===== src/hdl/rcbm_fifo.sv =====
// Small register queue with push/full and pop/empty sides.
module rcbm_fifo #(
  parameter int unsigned DEPTH = 2,
  parameter type         T     = logic
) (
  input  logic                         clk_i,
  input  logic                         rst_ni,
  input  logic                         push_i,
  input  T                             data_i,
  output logic                         full_o,
  input  logic                         pop_i,
  output T                             data_o,
  output logic                         empty_o,
  output logic [$clog2(DEPTH+1)-1:0]   count_o
);

  localparam int unsigned PtrW = $clog2(DEPTH);
  localparam int unsigned CntW = $clog2(DEPTH+1);

  T                store_q [DEPTH];
  logic [PtrW-1:0] wr_ptr_q, wr_ptr_d, rd_ptr_q, rd_ptr_d;
  logic [CntW-1:0] cnt_q, cnt_d;
  logic            do_push, do_pop;

  assign full_o  = (cnt_q == CntW'(DEPTH));
  assign empty_o = (cnt_q == '0);
  assign count_o = cnt_q;
  assign data_o  = store_q[rd_ptr_q];
  assign do_push = push_i && !full_o;
  assign do_pop  = pop_i && !empty_o;

  always_comb begin
    wr_ptr_d = wr_ptr_q;
    rd_ptr_d = rd_ptr_q;
    cnt_d    = cnt_q;
    if (do_push) begin
      wr_ptr_d = (wr_ptr_q == PtrW'(DEPTH-1)) ? '0 : wr_ptr_q + PtrW'(1);
    end
    if (do_pop) begin
      rd_ptr_d = (rd_ptr_q == PtrW'(DEPTH-1)) ? '0 : rd_ptr_q + PtrW'(1);
    end
    if (do_push && !do_pop) begin
      cnt_d = cnt_q + CntW'(1);
    end else if (do_pop && !do_push) begin
      cnt_d = cnt_q - CntW'(1);
    end
  end

  always_ff @(posedge clk_i or negedge rst_ni) begin
    if (!rst_ni) begin
      wr_ptr_q <= '0;
      rd_ptr_q <= '0;
      cnt_q    <= '0;
    end else begin
      wr_ptr_q <= wr_ptr_d;
      rd_ptr_q <= rd_ptr_d;
      cnt_q    <= cnt_d;
    end
  end

  always_ff @(posedge clk_i) begin
    if (do_push) begin
      store_q[wr_ptr_q] <= data_i;
    end
  end

endmodule


===== config.mk =====
export PLATFORM = sky130hd
export DESIGN_NAME = rcbm_fifo
export DESIGN_NICKNAME = d
export VERILOG_FILES = /design/src/hdl/rcbm_fifo.sv
export SDC_FILE = /design/constraint.sdc
export NUM_CORES = 1
export LEC_CHECK = 0
export BUFFER_PORTS_ARGS = -buffer_cell sky130_fd_sc_hd__buf_2
export CAP_MARGIN = 0
export CORE_AREA = 2 2 39 41
export DETAILED_ROUTE_END_ITERATION = 8
export DIE_AREA = 0 0 41 43
export GPL_ROUTABILITY_DRIVEN = 0
export SYNTH_ARGS = -nofsm -noshare
export SYNTH_HDL_FRONTEND = slang
export SYNTH_SLANG_ARGS = --single-unit

===== constraint.sdc =====
create_clock -name clk_i -period 1.4 [get_ports clk_i]
set_clock_uncertainty 0.05 [all_clocks]
set_input_delay 0.21 -clock clk_i [delete_from_list [all_inputs] [get_ports clk_i]]
set_output_delay 0.21 -clock clk_i [all_outputs]
set_load 0.01 [all_outputs]

Word-level counts from Yosys, hierarchy flattened
Memory sizes are Yosys's and may differ from the RTL's.
Cells that the tools add are included.
Widths: inputs -> output; s select.
{ "classes": {"addsub": 4, "eq_ne": 1, "muxes": 6, "reduce_logical": 10} }
{ "ops": {"columns": ["cell", "count"], "rows": [
  ["$logic_and 1x1->1", 4],
  ["$logic_not 1->1", 4],
  ["$mux 1", 4],
  ["$mux 2", 2],
  ["$add 1x1->1 const B", 2],
  ["$add 2x1->2 const B", 1],
  ["$eq 2x2->1 const B", 1],
  ["$logic_not 2->1", 1],
  ["$reduce_bool 2->1", 1],
  ["$sub 2x1->2 const B", 1]
]} }
{ "totals": {"regBits": 4, "mem_bits_rw": 2, "input_bits": 5, "out_inout_bits": 5, "n_memories": 1} }
{ "mem_list": {"columns": ["name", "words", "width", "read_ports", "rd_ports_with_merged_regs", "wr", "line", "text"], "rows": [
  ["store_q", 2, 1, 1, 0, 1, "20", "T store_q [DEPTH];"]
]} }

Depth between registers and ports, before layout
{ "depth": {"word_depth": 7, "ltp_mapped": 7, "mapped_depth_nobuf": 7} }

Least setup slack after synthesis
Ideal clock, no wire load.
{ "synth_timing": {"path_type": "register to register", "startpoint": "register cnt_q[0] (netlist: count_o[0])", "endpoint": "register cnt_q[1] (netlist: count_o[1])", "setup_time_ns": 0.079, "t_arrival_ns": 1.348, "path_slack_ns": -0.077, "stages_incl_launch_ff": 8, "path_cell_list": "dfrtp_1 > nand2b_1 > nand2_1 > inv_1 > ha_1 > xor2_1 > nor2_1 > xor2_1"} }
{ "synth_via": {"elab_chain_len": 6} }
{ "synth_rtl": {"columns": ["item", "line", "text"], "rows": [
  ["start, declared", "22", "logic [CntW-1:0] cnt_q, cnt_d;"],
  ["start signal, assigned", "57", "cnt_q <= cnt_d;"],
  ["$eq 2x2->1 / $logic_not 2->1 (equally long branches)", "25, 26", null],
  ["$logic_not 1->1 (on tied branches)", "29, 30", null],
  ["$logic_and 1x1->1 (on tied branches)", "29, 30", null],
  ["$logic_not 1->1 (on tied branches)", "44, 42", null],
  ["$logic_and 1x1->1 (on tied branches)", "44, 42", null],
  ["$reduce_bool 2->1 (no line) / $mux 2 (equally long branches)", null, null]
]} }
Several ways; a longest one is shown, not always the timed one. The select of a mux whose other input is x is not followed.
A chain may end at the register's enable or synchronous reset.

Worst setup path after layout
{ "layout_timing": {"startpoint": "register cnt_q[1] (netlist: count_o[1])", "endpoint": "register cnt_q[1] (netlist: count_o[1])"} }
Same word-level chain as after synthesis.

==> flow_metrics.tcl <==
set metrics [dict create \
    synth.area.top_cells "dfrtp_1 (37%), edfxtp_1 (22%), xnor2_1 (9.8%), xor2_1 (6.5%), ha_1 (4.7%)" \
    cts_buffer_depth 2 \
    grt-ovfl-total 0 \
    syn_area_um2 268 \
    die_h_um 43 \
    coreArea_mm2 0.00138 \
    cts_made_buffers 3 \
    synthAdderAreaFrac 0.0467 \
    vias_per_cell 3.84 \
    setup_viol 0 \
    synth_cell_type_count 12 \
    hold_end "store_q[1]" \
    synth_xor_area_frac 0.164 \
    irDropWorstVdd_mv 0.912 \
    synthMuxAreaShare 0.0421 \
    cts_tree "built" \
    layoutNonFillerInstCount 57 \
    r2r-start "count_o[1]" \
    wl_per_cell_um 10.1 \
    clockRootBuffer "clkbuf_4" \
    r2r_setup_slack_ns 0.04 \
    ys_ff_latch 6 \
    grt_use_met3 0.0471 \
    synth_top_cell_by_area "dfrtp_1" \
    fin_nets 48 \
    yosys_warnings 0 \
    worstPathRequired_ns 1.47 \
    fillers 145 \
    via_count 219 \
    n_antenna_cell 0 \
    met1_usage 0.0789 \
    dp_cells 51 \
    die_area_mm2 0.00176 \
    postPlaceCellArea_um2 374 \
    clock_latency_ns 0.24 \
    final_antenna_net_count 0 \
    synth_top_family_by_area "XOR/XNOR gates" \
    wirelength_um 575 \
    p_total_mw 1.02 \
    finalHoldViolCount 0 \
    setup_slack_ns 0.0390 \
    avgSynthCellArea_um2 12.2 \
    rsz0062_at_grt "true" \
    grt_busiest_layer "met2" \
    tightest_slew_ns 0.210 \
    port_buffers 9 \
    final_max_slew_viol_count 0 \
    synth_compound_area_frac 0.0187 \
    ys_seq_area_frac 0.598 \
    critPathKind "reg2reg" \
    crit_path_end_kind "flop" \
    initial_utilization 0.193 \
    track_usage 0.0738 \
    antenna_found_initial 0 \
    r2r_cells 5 \
    syn_inst 22 \
    synth_top_area_share 0.374 \
    drive_gt1_frac 0.585 \
    syn-num-nets 28 \
    min_from "data_i" \
    drc 0 \
    max-slew-margin-rel 0.860 \
    met2_usage 0.0969 \
    min_period_over_period 0.972 \
    clkSinkCount 6 \
    area_growth_pct 65.0 \
    start_kind "flop" \
    worstPathMaxFanout 3 \
    grt_pass1_wl_um 779 \
    fp-row-count 14 \
    power_density_mw_per_mm2 2310 \
    leakage_nw 0.213 \
    post-dp-hpwl_um 415 \
    yosys.area_share.simple 0.103 \
    place_ws_ns 0.0363 \
    status "finished, final reports clean" \
    maxCapViolations 0 \
    first_global_vias 211 \
    hp-class "in2reg" \
    crit_arrival_ns 1.44 \
    cts_max_level 1 \
    postLayoutCellArea_um2 442 \
    fmax_ghz 0.735 \
    r2r_end "count_o[1]" \
    grt_max_degree 5 \
    period_needed_ns 1.36 \
    io_pins 10 \
    drt_iter0_drc 3 \
    whs_path_depth 1 \
    die_x_um 41 \
    finalSetupTns_ns 0 \
    first_pass_iters 4 \
    clk_pin_slew_ns 0.05 \
]
==> flip-flops by register name, summed over array words and instances, names as in the netlist <==
| register | flops |
|---|---|
| wr_ptr_q | 1 |
| store_q | 2 |
| rd_ptr_q | 1 |
| count_o | 2 |
==> worst max-delay path by stage <==
stage / from / to / depth (start not counted)
CTS: count_o[0] / count_o[1] / 7
global placement: count_o[0] / count_o[1] / 6
detailed placement: count_o[0] / count_o[1] / 7
global route: count_o[0] / count_o[1] / 7
finish: count_o[1] / count_o[1] / 5
floorplan: count_o[0] / count_o[1] / 6
==> cells in the final DEF (no fill, tap or decap), drive strengths merged <==
master	count
nand2	1
nand2b	1
edfxtp	2
xor2	2
and3	1
dlygate4sd3	1
ha	1
xnor2	3
dfrtp	4
inv	2
buf	14
clkbuf	4
nor2	3
o21ai	1
mux2	1
==> worst max-delay path: stages, from the launching register on <==
cell and delay (ns):
dfrtp_1 0.43, o21ai_2 0.24, ha_4 0.17, xor2_1 0.14, nor2_1 0.07, xor2_1 0.15
==> metal layers <==
metal	vias to the layer above	part of all wire
met2	10	0.48
met1	101	0.44
met4	0	0
li1	108	-
met3	0	0.082
met5	-	0
==> cell usage after synthesis (all sizes together) <==
master,n
nand2b,1
nand2,1
xnor2,3
nor2,3
edfxtp,2
ha,1
o21ai,1
xor2,2
mux2,1
and3,1
dfrtp,4
inv,2
==> cell type report <==
cell class | count | area (um^2) | share of cell area
sequential | 6 | 161 | 0.365
multi-input combinational | 14 | 131 | 0.297
timing repair buffer | 15 | 92.6 | 0.210
clock buffer | 4 | 26.3 | 0.0595
tap | 16 | 20.0 | 0.0453
inverter | 2 | 10.0 | 0.0227
==> report_power, final <==
group	leakage (nW)	switching, mW	internal [mW]
registers	0.0643	0.0644	0.266
clock network	0.0150	0.0660	0.108
logic	0.134	0.222	0.292
==> what timing repair did <==
action,4_1_cts,5_1_grt
buffers inserted,0,2
resized for setup,0,6
hold buffers,1,0
endpoints found under the setup margin,0,1
hold endpoints to repair,4,0
==> logic make-up (layout without fill, tap and decap cells) <==
logic type	Yosys count	in the layout
DFF	6	6
and+or+nand+nor	6	6
xor gates and xnor gates	5	5
buffers and inverters	2	21
adders and majority gates	1	1
AOI/OAI and AO/OA	1	1
muxes	1	1
==> stage by stage <==
step	hold slack [ns]	utilization
2_1_floorplan	-0.136	-
3_3_place_gp	-0.0254	0.270
3_5_place_dp	-0.0247	0.270
4_1_cts	0.104	0.297
5_1_grt	0.106	0.319
6_report	0.113	0.319
Power figures use the tool's default switching activity.
