--- src/hdl/rcbm_pkg.sv ---
// Shared types and constants of the region checked byte memory.
package rcbm_pkg;

  localparam int unsigned LANES     = 8;
  localparam int unsigned LANE_W    = 3;
  localparam int unsigned ADDR_W    = 16;
  localparam int unsigned ROW_W     = 13;
  localparam int unsigned CMD_DEPTH = 2;
  localparam int unsigned RES_DEPTH = 4;

  typedef enum logic [2:0] {
    SCOPE_CODE  = 3'd0,
    SCOPE_DATA  = 3'd1,
    SCOPE_HEAP  = 3'd2,
    SCOPE_STACK = 3'd3,
    SCOPE_PTR   = 3'd4,
    SCOPE_ANY   = 3'd5
  } scope_e;

  typedef enum logic [1:0] {
    SIZE_BYTE  = 2'd0,
    SIZE_WORD  = 2'd1,
    SIZE_DWORD = 2'd2
  } size_e;

  localparam logic FUNC_WRITE     = 1'b1;
  localparam logic REG_DATA_START = 1'b0;

  typedef struct packed {
    logic              func;
    logic [1:0]        access_size;
    logic [2:0]        scope;
    logic [ADDR_W-1:0] address;
    logic [63:0]       write_data;
    logic [ADDR_W-1:0] heap_base;
    logic [ADDR_W-1:0] heap_top;
    logic [ADDR_W-1:0] stack_pointer;
  } in_word_t;

  typedef struct packed {
    logic [63:0] read_data;
    logic        region_error;
  } out_word_t;

  // classified access: shared flags and base lane, with enable, row and write byte per lane
  typedef struct packed {
    logic                         wr;
    logic                         err;
    logic [LANE_W-1:0]            base_lane;
    logic [LANES-1:0]             lane_en;
    logic [LANES-1:0][ROW_W-1:0]  row;
    logic [LANES-1:0][7:0]        wbyte;
  } op_t;

endpackage

--- src/hdl/rcbm_front.sv ---
// Front end: region check and byte lane split of an incoming access word.
module rcbm_front #(
  parameter int unsigned PAGE_BYTES = 4096
) (
  input  logic [15:0]         data_start_i,
  input  rcbm_pkg::in_word_t  word_i,
  output rcbm_pkg::op_t       op_o
);
  import rcbm_pkg::*;

  localparam logic [ROW_W-1:0] PageRowMask = ROW_W'(PAGE_BYTES/8 - 1);

  logic              in_code, in_data, in_heap, in_stack, ok;
  logic [LANE_W-1:0] pos;
  logic [ROW_W-1:0]  row_base, row_next, row_wrap;

  always_comb begin
    in_code  = word_i.address < data_start_i;
    in_data  = !in_code && (word_i.address < word_i.heap_base);
    in_heap  = (word_i.address >= word_i.heap_base) && (word_i.address <= word_i.heap_top);
    in_stack = word_i.address >= word_i.stack_pointer;
    case (word_i.scope)
      SCOPE_CODE:  ok = in_code;
      SCOPE_DATA:  ok = in_data;
      SCOPE_HEAP:  ok = in_heap;
      SCOPE_STACK: ok = in_stack;
      SCOPE_PTR:   ok = in_data || in_heap;
      SCOPE_ANY:   ok = 1'b1;
      default:     ok = 1'b0;
    endcase
  end

  assign row_base = word_i.address[ADDR_W-1:LANE_W];
  assign row_next = row_base + ROW_W'(1);
  // next row, wrapped inside the page
  assign row_wrap = (row_base & ~PageRowMask) | (row_next & PageRowMask);

  always_comb begin
    pos            = '0;
    op_o.wr        = (word_i.func == FUNC_WRITE);
    op_o.err       = !ok;
    op_o.base_lane = word_i.address[LANE_W-1:0];
    for (int l = 0; l < LANES; l++) begin
      pos = LANE_W'(l) - word_i.address[LANE_W-1:0];
      case (word_i.access_size)
        SIZE_BYTE: op_o.lane_en[l] = (pos == '0);
        SIZE_WORD: op_o.lane_en[l] = (pos < LANE_W'(4));
        default:   op_o.lane_en[l] = 1'b1;
      endcase
      op_o.row[l]   = (LANE_W'(l) < word_i.address[LANE_W-1:0]) ? row_wrap : row_base;
      op_o.wbyte[l] = word_i.write_data[{pos, 3'b000} +: 8];
    end
  end

endmodule

--- config.mk ---
export PLATFORM = sky130hd
export DESIGN_NAME = rcbm_front
export DESIGN_NICKNAME = d
export VERILOG_FILES = /design/src/hdl/rcbm_pkg.sv /design/src/hdl/rcbm_front.sv
export SDC_FILE = /design/constraint.sdc
export NUM_CORES = 1
export LEC_CHECK = 0
export ABC_AREA = 0
export BUFFER_PORTS_ARGS = -buffer_cell sky130_fd_sc_hd__buf_4
export CORE_MARGIN = 1.5
export CORE_UTILIZATION = 35
export DETAILED_ROUTE_END_ITERATION = 6
export PLACE_DENSITY_LB_ADDON = 0.08
export SYNTH_ARGS = -nofsm -noshare
export SYNTH_HDL_FRONTEND = slang
export SYNTH_SLANG_ARGS = --single-unit
--- constraint.sdc ---
create_clock -name vclk -period 3.25
set_input_delay 0.65 -clock vclk [all_inputs]
set_output_delay 0.65 -clock vclk [all_outputs]
set_load 0.03 [all_outputs]
== After elaboration in Yosys (flattened, before gate mapping) ==
Cells that the tools add are included.

* $add $sub $neg: 9
* $lt $le $gt $ge: 21
* Equality and inequality tests: 6
* Shift operators: 8
* Muxes and demuxes: 17
* Bitwise logic cells: 1
* Reductions and logical operators: 15

{| class="wikitable"
|+ Operators by type and width
! kind !! number
|-
| 64-bit by 7-bit variable part select with 8-bit output || 8
|-
| 13-bit two-way mux || 8
|-
| 16-bit greater-or-equal comparator || 2
|-
| 16-bit less-than comparator || 2
|-
| 3-bit logical NOT || 9
|-
| 3-bit less-than comparator (second input constant) || 8
|-
| 16-bit <= comparator || 1
|-
| 1-bit case mux with 2 select lines || 8
|-
| 13-bit by 9-bit OR with 13-bit output || 1
|-
| 3-bit less-than comparator (first input constant) || 4
|-
| 3-bit subtractor (first input constant) || 4
|-
| 9-bit by 1-bit adder with 9-bit output (second input constant) || 1
|-
| 3-bit by 2-bit == test with 1-bit output (second input constant) || 2
|-
| 3-bit == test (second input constant) || 2
|-
| 1-bit by 3-bit less-than comparator with 1-bit output (first input constant) || 2
|-
| 2-bit by 3-bit less-than comparator with 1-bit output (first input constant) || 2
|-
| 1-bit case mux with 6 select lines || 1
|-
| 1-bit by 3-bit subtractor with 3-bit output (first input constant) || 2
|-
| 2-bit by 3-bit subtractor with 3-bit output (first input constant) || 2
|-
| 3-bit by 1-bit == test with 1-bit output (second input constant) || 1
|-
| 2-bit by 1-bit == test with 1-bit output (second input constant) || 1
|-
| 1-bit logical AND || 2
|-
| 1-bit logical NOT || 2
|-
| 2-bit logical NOT || 1
|-
| 1-bit logical OR || 1
|}

* Bits in registers: 0

== Logic depth before layout (Yosys ltp) ==
Gate-level depths: netlist (run 1).

* Depth in word-level cells: 6
* Depth in mapped cells: 9
* Depth with buffers taken out: 8

== Worst setup path after synthesis (run 1) ==
Ideal clock, no wire load.

* Kind: input to output
* From: input port word_i[113] (netlist bit)
* To: output port op_o[3] (netlist bit)
* Arrival: 2.854 ns
* Data required time: 2.600 ns
* Setup slack: -0.254 ns
* Cell stages on the path: 8
* Path buffers: 3
* Path through: clkbuf_1 inv_2 ha_1 clkbuf_1 buf_2 mux4_2 nand2_1 nand2_1

{| class="wikitable"
|+ RTL lines
! item !! RTL line !! text
|-
| start: declaration || rcbm_front.sv:6 || <nowiki>input rcbm_pkg::in_word_t word_i,</nowiki>
|-
| end: declaration || rcbm_front.sv:7 || <nowiki>output rcbm_pkg::op_t op_o</nowiki>
|}

==> parameters.txt, run 1 <==
Parameter                              Value

Synth
  Synthesized netlist net count    881
  Post-Synthesis Mean Instance Area    8.25 um2
  Portion of synthesized cell area occupied by the leading cell type    0.266
  Count of synthesis-stage warnings from yosys    0
  Top area cells in the synthesized netlist    sky130_fd_sc_hd__mux4_2, sky130_fd_sc_hd__ha_1, sky130_fd_sc_hd__nand2_1
  Number of distinct library cell variants in the gate-level netlist after synthesis    44
  Cell count after synthesis    656
  Total standard cell area after synthesis    5410 um2
  Sequential share of the synthesized area    0
  Synth top cells by count    sky130_fd_sc_hd__nand2_1, sky130_fd_sc_hd__ha_1, sky130_fd_sc_hd__inv_1, sky130_fd_sc_hd__mux4_2, sky130_fd_sc_hd__buf_4
  Most frequently used cell type in the post-synthesis netlist    sky130_fd_sc_hd__nand2_1
  Library cell occupying the most area in the post-synthesis netlist    sky130_fd_sc_hd__mux4_2

Routing
  Iteration-0 DRC count of the detailed router    294
  Average vias per placed instance    5.22
  Antenna viol nets, final    0
  Average wire per standard cell    18.2 um
  DRC violations left    0
  Pre-Repair DR Iteration Count    4
  Total routed wirelength    20400 um
  Routed via count    5880

Global routing
  Global-route wire length before repair    31200 um
  Overflow left after global routing    0
  M1 GR Usage    0.294
  Met3 GRT Util    0.0503
  Largest net degree at the start of global routing    70
  Most crowded layer after global routing    met2
  Met2 usage    0.440
  Total global routing track utilization    0.238
  Via count of the first global-routing pass    5875
  Antenna violations before repair    0

Placed design
  Routability congestion estimate    0.865
  Post-placement setup slack    -0.266 ns
  Cell Count Post-Placement    1125
  Port Buf Inserts    329
  Dpl hpwl    17100 um

Final layout
  FF+latch area    0 um2
  Non-Filler Instances    1126
  Synthesis-to-layout area growth    53.7%
  Diode count    0
  Post-layout net count    1165
  Flip-flop and latch count    0
  # clk buffers    0
  Proportion of layout cells with a drive suffix above 1    0.552
  # fillers    1437

Job
  Max Cap Viol    0

Hold path
  Min-Delay Path Depth    0
  Path class of the lowest-slack min-delay path    in2out
  Critical hold path startpoint    word_i[133]
  Endpoint of the worst hold-timing path    op_o[180]

Die
  Overall die width    127 um
  Total I/O pin count    331
  Die ar.    16200 um2
  Core area    15100 um2
  Initial core utilization    0.357
  Height of the chip    127 um
  Row count    45

STA
  Count of endpoints failing hold in the final timing report    0
  Setup-failing EPs final    0
  Final Worst Setup Slack    0.0362 ns
  Highest achievable clock rate    311 MHz
  RSZ-0062 raised after global routing    yes
  Tightest slew margin relative to the limit    0.736
  Slew Limit Fails    0
  Time the final worst path needs with I/O delays and setup    3.21 ns
  WHS    1.30 ns
  Sum of negative setup slack    0 ns
  Transition time at the pin with the least slew margin    0.386 ns
  Share of the clock period used by the worst path    0.989

Critical path
  Signal arrival time at the worst endpoint    2.56 ns
  Worst path max stage delay    0.30 ns
  Top fanout value on the critical path    3
  Crit start category    input pin
  Critical path endpoint category    primary output
  Type of the worst setup path    in2out
  Master of the slowest instance on the critical path    sky130_fd_sc_hd__o311a_1
  Data required, critical path    2.60 ns
  CP Launch Point    word_i[125]
  Crit path cell chain    buf_8, ha_4, a211oi_2, nor2_1, a211o_1, a211o_1, o311a_1, a211oi_2, buf_4

Power
  Switch share    0.567
  Pleak    4.17 nW
  Internal portion of total power    0.813 mW
  Share of power burned in combinational logic    1.000
  Power per cell area    226 nW/um2
  Share of power burned in registers    0
  Worst supply voltage drop on vdd    0.0919 mV
  Net Sw Power    1.06 mW
  Clock share of power    0
  Overall power of the completed layout    1.88 mW

Run status
  Outcome    finished clean

Clock network
  Hold bufs inserted after CTS    0
==> stage by stage <==
step / cell area, um2 / utilization
2_1_floorplan: 5560 / -
3_3_place_gp: 8050 / 0.531
3_5_place_dp: 8050 / 0.531
4_1_cts: 8200 / 0.542
5_1_grt: 8320 / 0.549
6_report: 8320 / 0.549
==> critical path: cells and delay by family <==
| kind | cells | cell delay [ns] |
|---|---|---|
| buf+inv | 2 | 0.31 |
| fa+ha+maj | 1 | 0.23 |
| simple gates | 1 | 0.07 |
| compound gates | 5 | 1.29 |
==> placed cells by master (no fill, tap or decap), drive strengths merged, types with 4 or more instances in the layout <==
| cell type | instances |
|---|---|
| xnor2 | 41 |
| a211oi | 4 |
| a21oi | 21 |
| buf | 367 |
| and3 | 6 |
| inv | 67 |
| nand3 | 11 |
| o21bai | 7 |
| a2111oi | 4 |
| mux4 | 64 |
| mux2 | 39 |
| nor2 | 21 |
| o21ai | 9 |
| nand2 | 139 |
| xor2 | 20 |
| nand4 | 9 |
| a21o | 6 |
| ha | 75 |
| nand2b | 6 |
==> cell type report <==
| class | count | area, um2 | area share |
|---|---|---|---|
| well taps | 188 | 235 | 0.0283 |
| multi-input cells | 504 | 5000 | 0.601 |
| inverters | 67 | 262 | 0.0314 |
| repair buffers | 367 | 2830 | 0.340 |
==> layer usage <==
layer / wire, um / part of all wire
met1: 8080 / 0.40
met4: 167 / 0.0082
met5: 0 / 0
met3: 1770 / 0.087
met2: 10400 / 0.51
==> repair_timing <==
item | in CTS | in global routing
resized for setup | 32 | 23
setup endpoints to repair | 1 | 4
buffers inserted | 1 | 0
endpoints found under the hold margin | 0 | 0
gates cloned | 0 | 0
pin swaps | 14 | 11
==> power by group through the flow <==
stage / Combinational (mW) / Clock, mW / Sequential, mW
6_report: 1.88 / 0 / 0
5_1_grt: 2.01 / 0 / 0
4_1_cts: 1.87 / 0 / 0
2_1_floorplan: 1.16 / 0 / 0
3_5_place_dp: 1.84 / 0 / 0
3_3_place_gp: 1.82 / 0 / 0
==> cells by family (layout without fill, tap and decap cells) <==
family,after synthesis,count (layout),share of synthesized area
fa+ha+maj,75,75,0.173
compound gates,65,65,0.0828
simple gates,200,200,0.156
buf+inv,152,434,0.142
xor+xnor,61,61,0.0987
mux,103,103,0.348
==> worst max path at each step <==
stage	endpoint	slack, ns	cells past startpoint
after global placement	op_o[179]	-0.10	10
after global routing	op_o[179]	-0.05	10
final	op_o[179]	0.04	9
after floorplan	op_o[93]	0.003	9
after detailed placement	op_o[179]	-0.27	9
after CTS	op_o[179]	-0.02	9
Power figures use the tool's default switching activity.
==> inputs of run 2 (changes only) <==
--- a/config.mk
+++ b/config.mk
@@ -7,9 +7,12 @@
 export LEC_CHECK = 0
 export ABC_AREA = 0
 export BUFFER_PORTS_ARGS = -buffer_cell sky130_fd_sc_hd__buf_4
+export CELL_PAD_IN_SITES_DETAIL_PLACEMENT = 0
+export CELL_PAD_IN_SITES_GLOBAL_PLACEMENT = 1
 export CORE_MARGIN = 1.5
-export CORE_UTILIZATION = 35
+export CORE_UTILIZATION = 28
 export DETAILED_ROUTE_END_ITERATION = 6
+export GPL_TIMING_DRIVEN = 1
 export PLACE_DENSITY_LB_ADDON = 0.08
 export SYNTH_ARGS = -nofsm -noshare
 export SYNTH_HDL_FRONTEND = slang
==> run 2 against run 1 <==
  * Fmax fell by 1.3%
  * Critical path type unchanged
  * Total power barely moved
  * Utilization fell by 11 points
  * Sequential share of layout area did not move
  * The run now ends with negative setup slack left
  * Critical path depth rose by 1
  * Final area rose by 0.50%
==> parameters.txt, run 2 (synthesis gave the netlist of run 1 again) <==
Parameter                              Value

Power
  Share of power burned in registers    0
  Power per cell area    225 nW/um2
  Net Sw Power    1.07 mW
  Worst supply voltage drop on vdd    0.0628 mV
  Internal portion of total power    0.810 mW
  Pleak    4.19 nW
  Share of power burned in combinational logic    1.000
  Clock share of power    0
  Switch share    0.569

Global routing
  Overflow left after global routing    0
  Antenna violations before repair    0
  Via count of the first global-routing pass    5735
  Largest net degree at the start of global routing    60
  Total global routing track utilization    0.196
  Global-route wire length before repair    31600 um

Critical path
  Signal arrival time at the worst endpoint    2.60 ns
  Dominant delay contributor by cell family on the critical path    compound AO/OA/AOI/OAI gates
  Data required, critical path    2.60 ns
  Count of buffer and inverter cells on the critical path    3
  Crit path depth    10
  Master of the slowest instance on the critical path    sky130_fd_sc_hd__o311a_1
  CP Launch Point    word_i[43]
  Type of the worst setup path    in2out
  Top fanout value on the critical path    3
  Worst path max stage delay    0.36 ns
  Worst setup path endpoint    op_o[179]
  Critical path endpoint category    primary output
  Crit path cell chain    buf_4, inv_4, ha_4, a21oi_2, o21ai_2, a211o_1, a211o_1, o311a_1, a211oi_2, buf_4
  Crit start category    input pin

Run status
  Outcome    complete, but fails checks
  Violated checks    negative setup slack

STA
  WHS    1.30 ns
  Transition time at the pin with the least slew margin    0.431 ns
  Tightest slew margin relative to the limit    0.713
  Slew Limit Fails    0
  Sum of negative setup slack    -0.00482 ns
  Highest achievable clock rate    307 MHz
  Setup-failing EPs final    1
  Final Worst Setup Slack    -0.00482 ns
  Time the final worst path needs with I/O delays and setup    3.25 ns
  Share of the clock period used by the worst path    1.00
  RSZ-0062 raised after global routing    yes
  Count of endpoints failing hold in the final timing report    0

Final layout
  Flip-flop and latch count    0
  Proportion of layout cells with a drive suffix above 1    0.545
  Design area    8360 um2
  # fillers    1871
  # clk buffers    0
  FF+latch area    0 um2
  Synthesis-to-layout area growth    54.5%
  Non-Filler Instances    1203
  Most common cell after layout, fill and taps aside    sky130_fd_sc_hd__buf_4
  Diode count    0
  Post-layout net count    1170
  Highest-count cells in the layout ignoring fill and taps    sky130_fd_sc_hd__buf_4, sky130_fd_sc_hd__nand2_1, sky130_fd_sc_hd__ha_1

Die
  Core area    18800 um2
  Die ar.    20200 um2
  Total I/O pin count    331
  Row count    50
  Overall die width    142 um
  Initial core utilization    0.287
  Height of the chip    142 um

Job
  Max Cap Viol    0

Placed design
  Cell Count Post-Placement    1201
  Routability congestion estimate    0.867
  Port Buf Inserts    329
  Cell area reported after detailed placement    8170 um2
  Dpl hpwl    18200 um

Routing
  Iteration-0 DRC count of the detailed router    171
  Pre-Repair DR Iteration Count    4
  Antenna viol nets, final    0
  Average wire per standard cell    17.7 um
  DRC violations left    0
  Total routed wirelength    21300 um
  Routed via count    5834
  Average vias per placed instance    4.85

Hold path
  Min-Delay Path Depth    0
  Path class of the lowest-slack min-delay path    in2out

Clock network
  Hold bufs inserted after CTS    0
## run 2: area by class of cell
class | count | area, um2 | area share
inverters | 67 | 259 | 0.0310
multi-input cells | 504 | 4930 | 0.590
well taps | 260 | 325 | 0.0389
repair buffers | 372 | 2840 | 0.340
## run 2: through the flow
step / utilization / setup slack, ns / power, mW
3_5_place_dp: 0.434 / -0.0961 / 1.85
3_3_place_gp: 0.434 / -0.0320 / 1.84
2_1_floorplan: - / 0.00285 / 1.16
4_1_cts: 0.436 / 0.0000244 / 1.86
5_1_grt: 0.444 / -0.0459 / 2.00
6_report: 0.444 / -0.00482 / 1.88
## run 2: worst min path at each step
stage | to | from
5_1_grt | op_o[180] | word_i[133]
6_report | op_o[180] | word_i[133]
2_1_floorplan | op_o[100] | word_i[125]
4_1_cts | op_o[180] | word_i[133]
3_3_place_gp | op_o[180] | word_i[133]
3_5_place_dp | op_o[180] | word_i[133]
## run 2: repair_timing
action	in CTS	in global routing
setup endpoints to repair	1	1
buffers inserted	0	2
resized for setup	5	33
pin swaps	1	17
## run 2: routing by layer
metal	global-route usage	vias to the layer above	wire length (um)	part of all wire
met5	0	-	0	0
met4	0.0190	0	240	0.011
met3	0.0320	16	1480	0.069
met2	0.369	230	10800	0.50
met1	0.242	2755	8830	0.41
li1	-	2833	-	-
## run 2: power groups by stage
stage	sequential, mW	combinational [mW]	clock [mW]
after floorplan	0	1.16	0
after global placement	0	1.84	0
after detailed placement	0	1.85	0
after CTS	0	1.86	0
after global routing	0	2.00	0
final	0	1.88	0
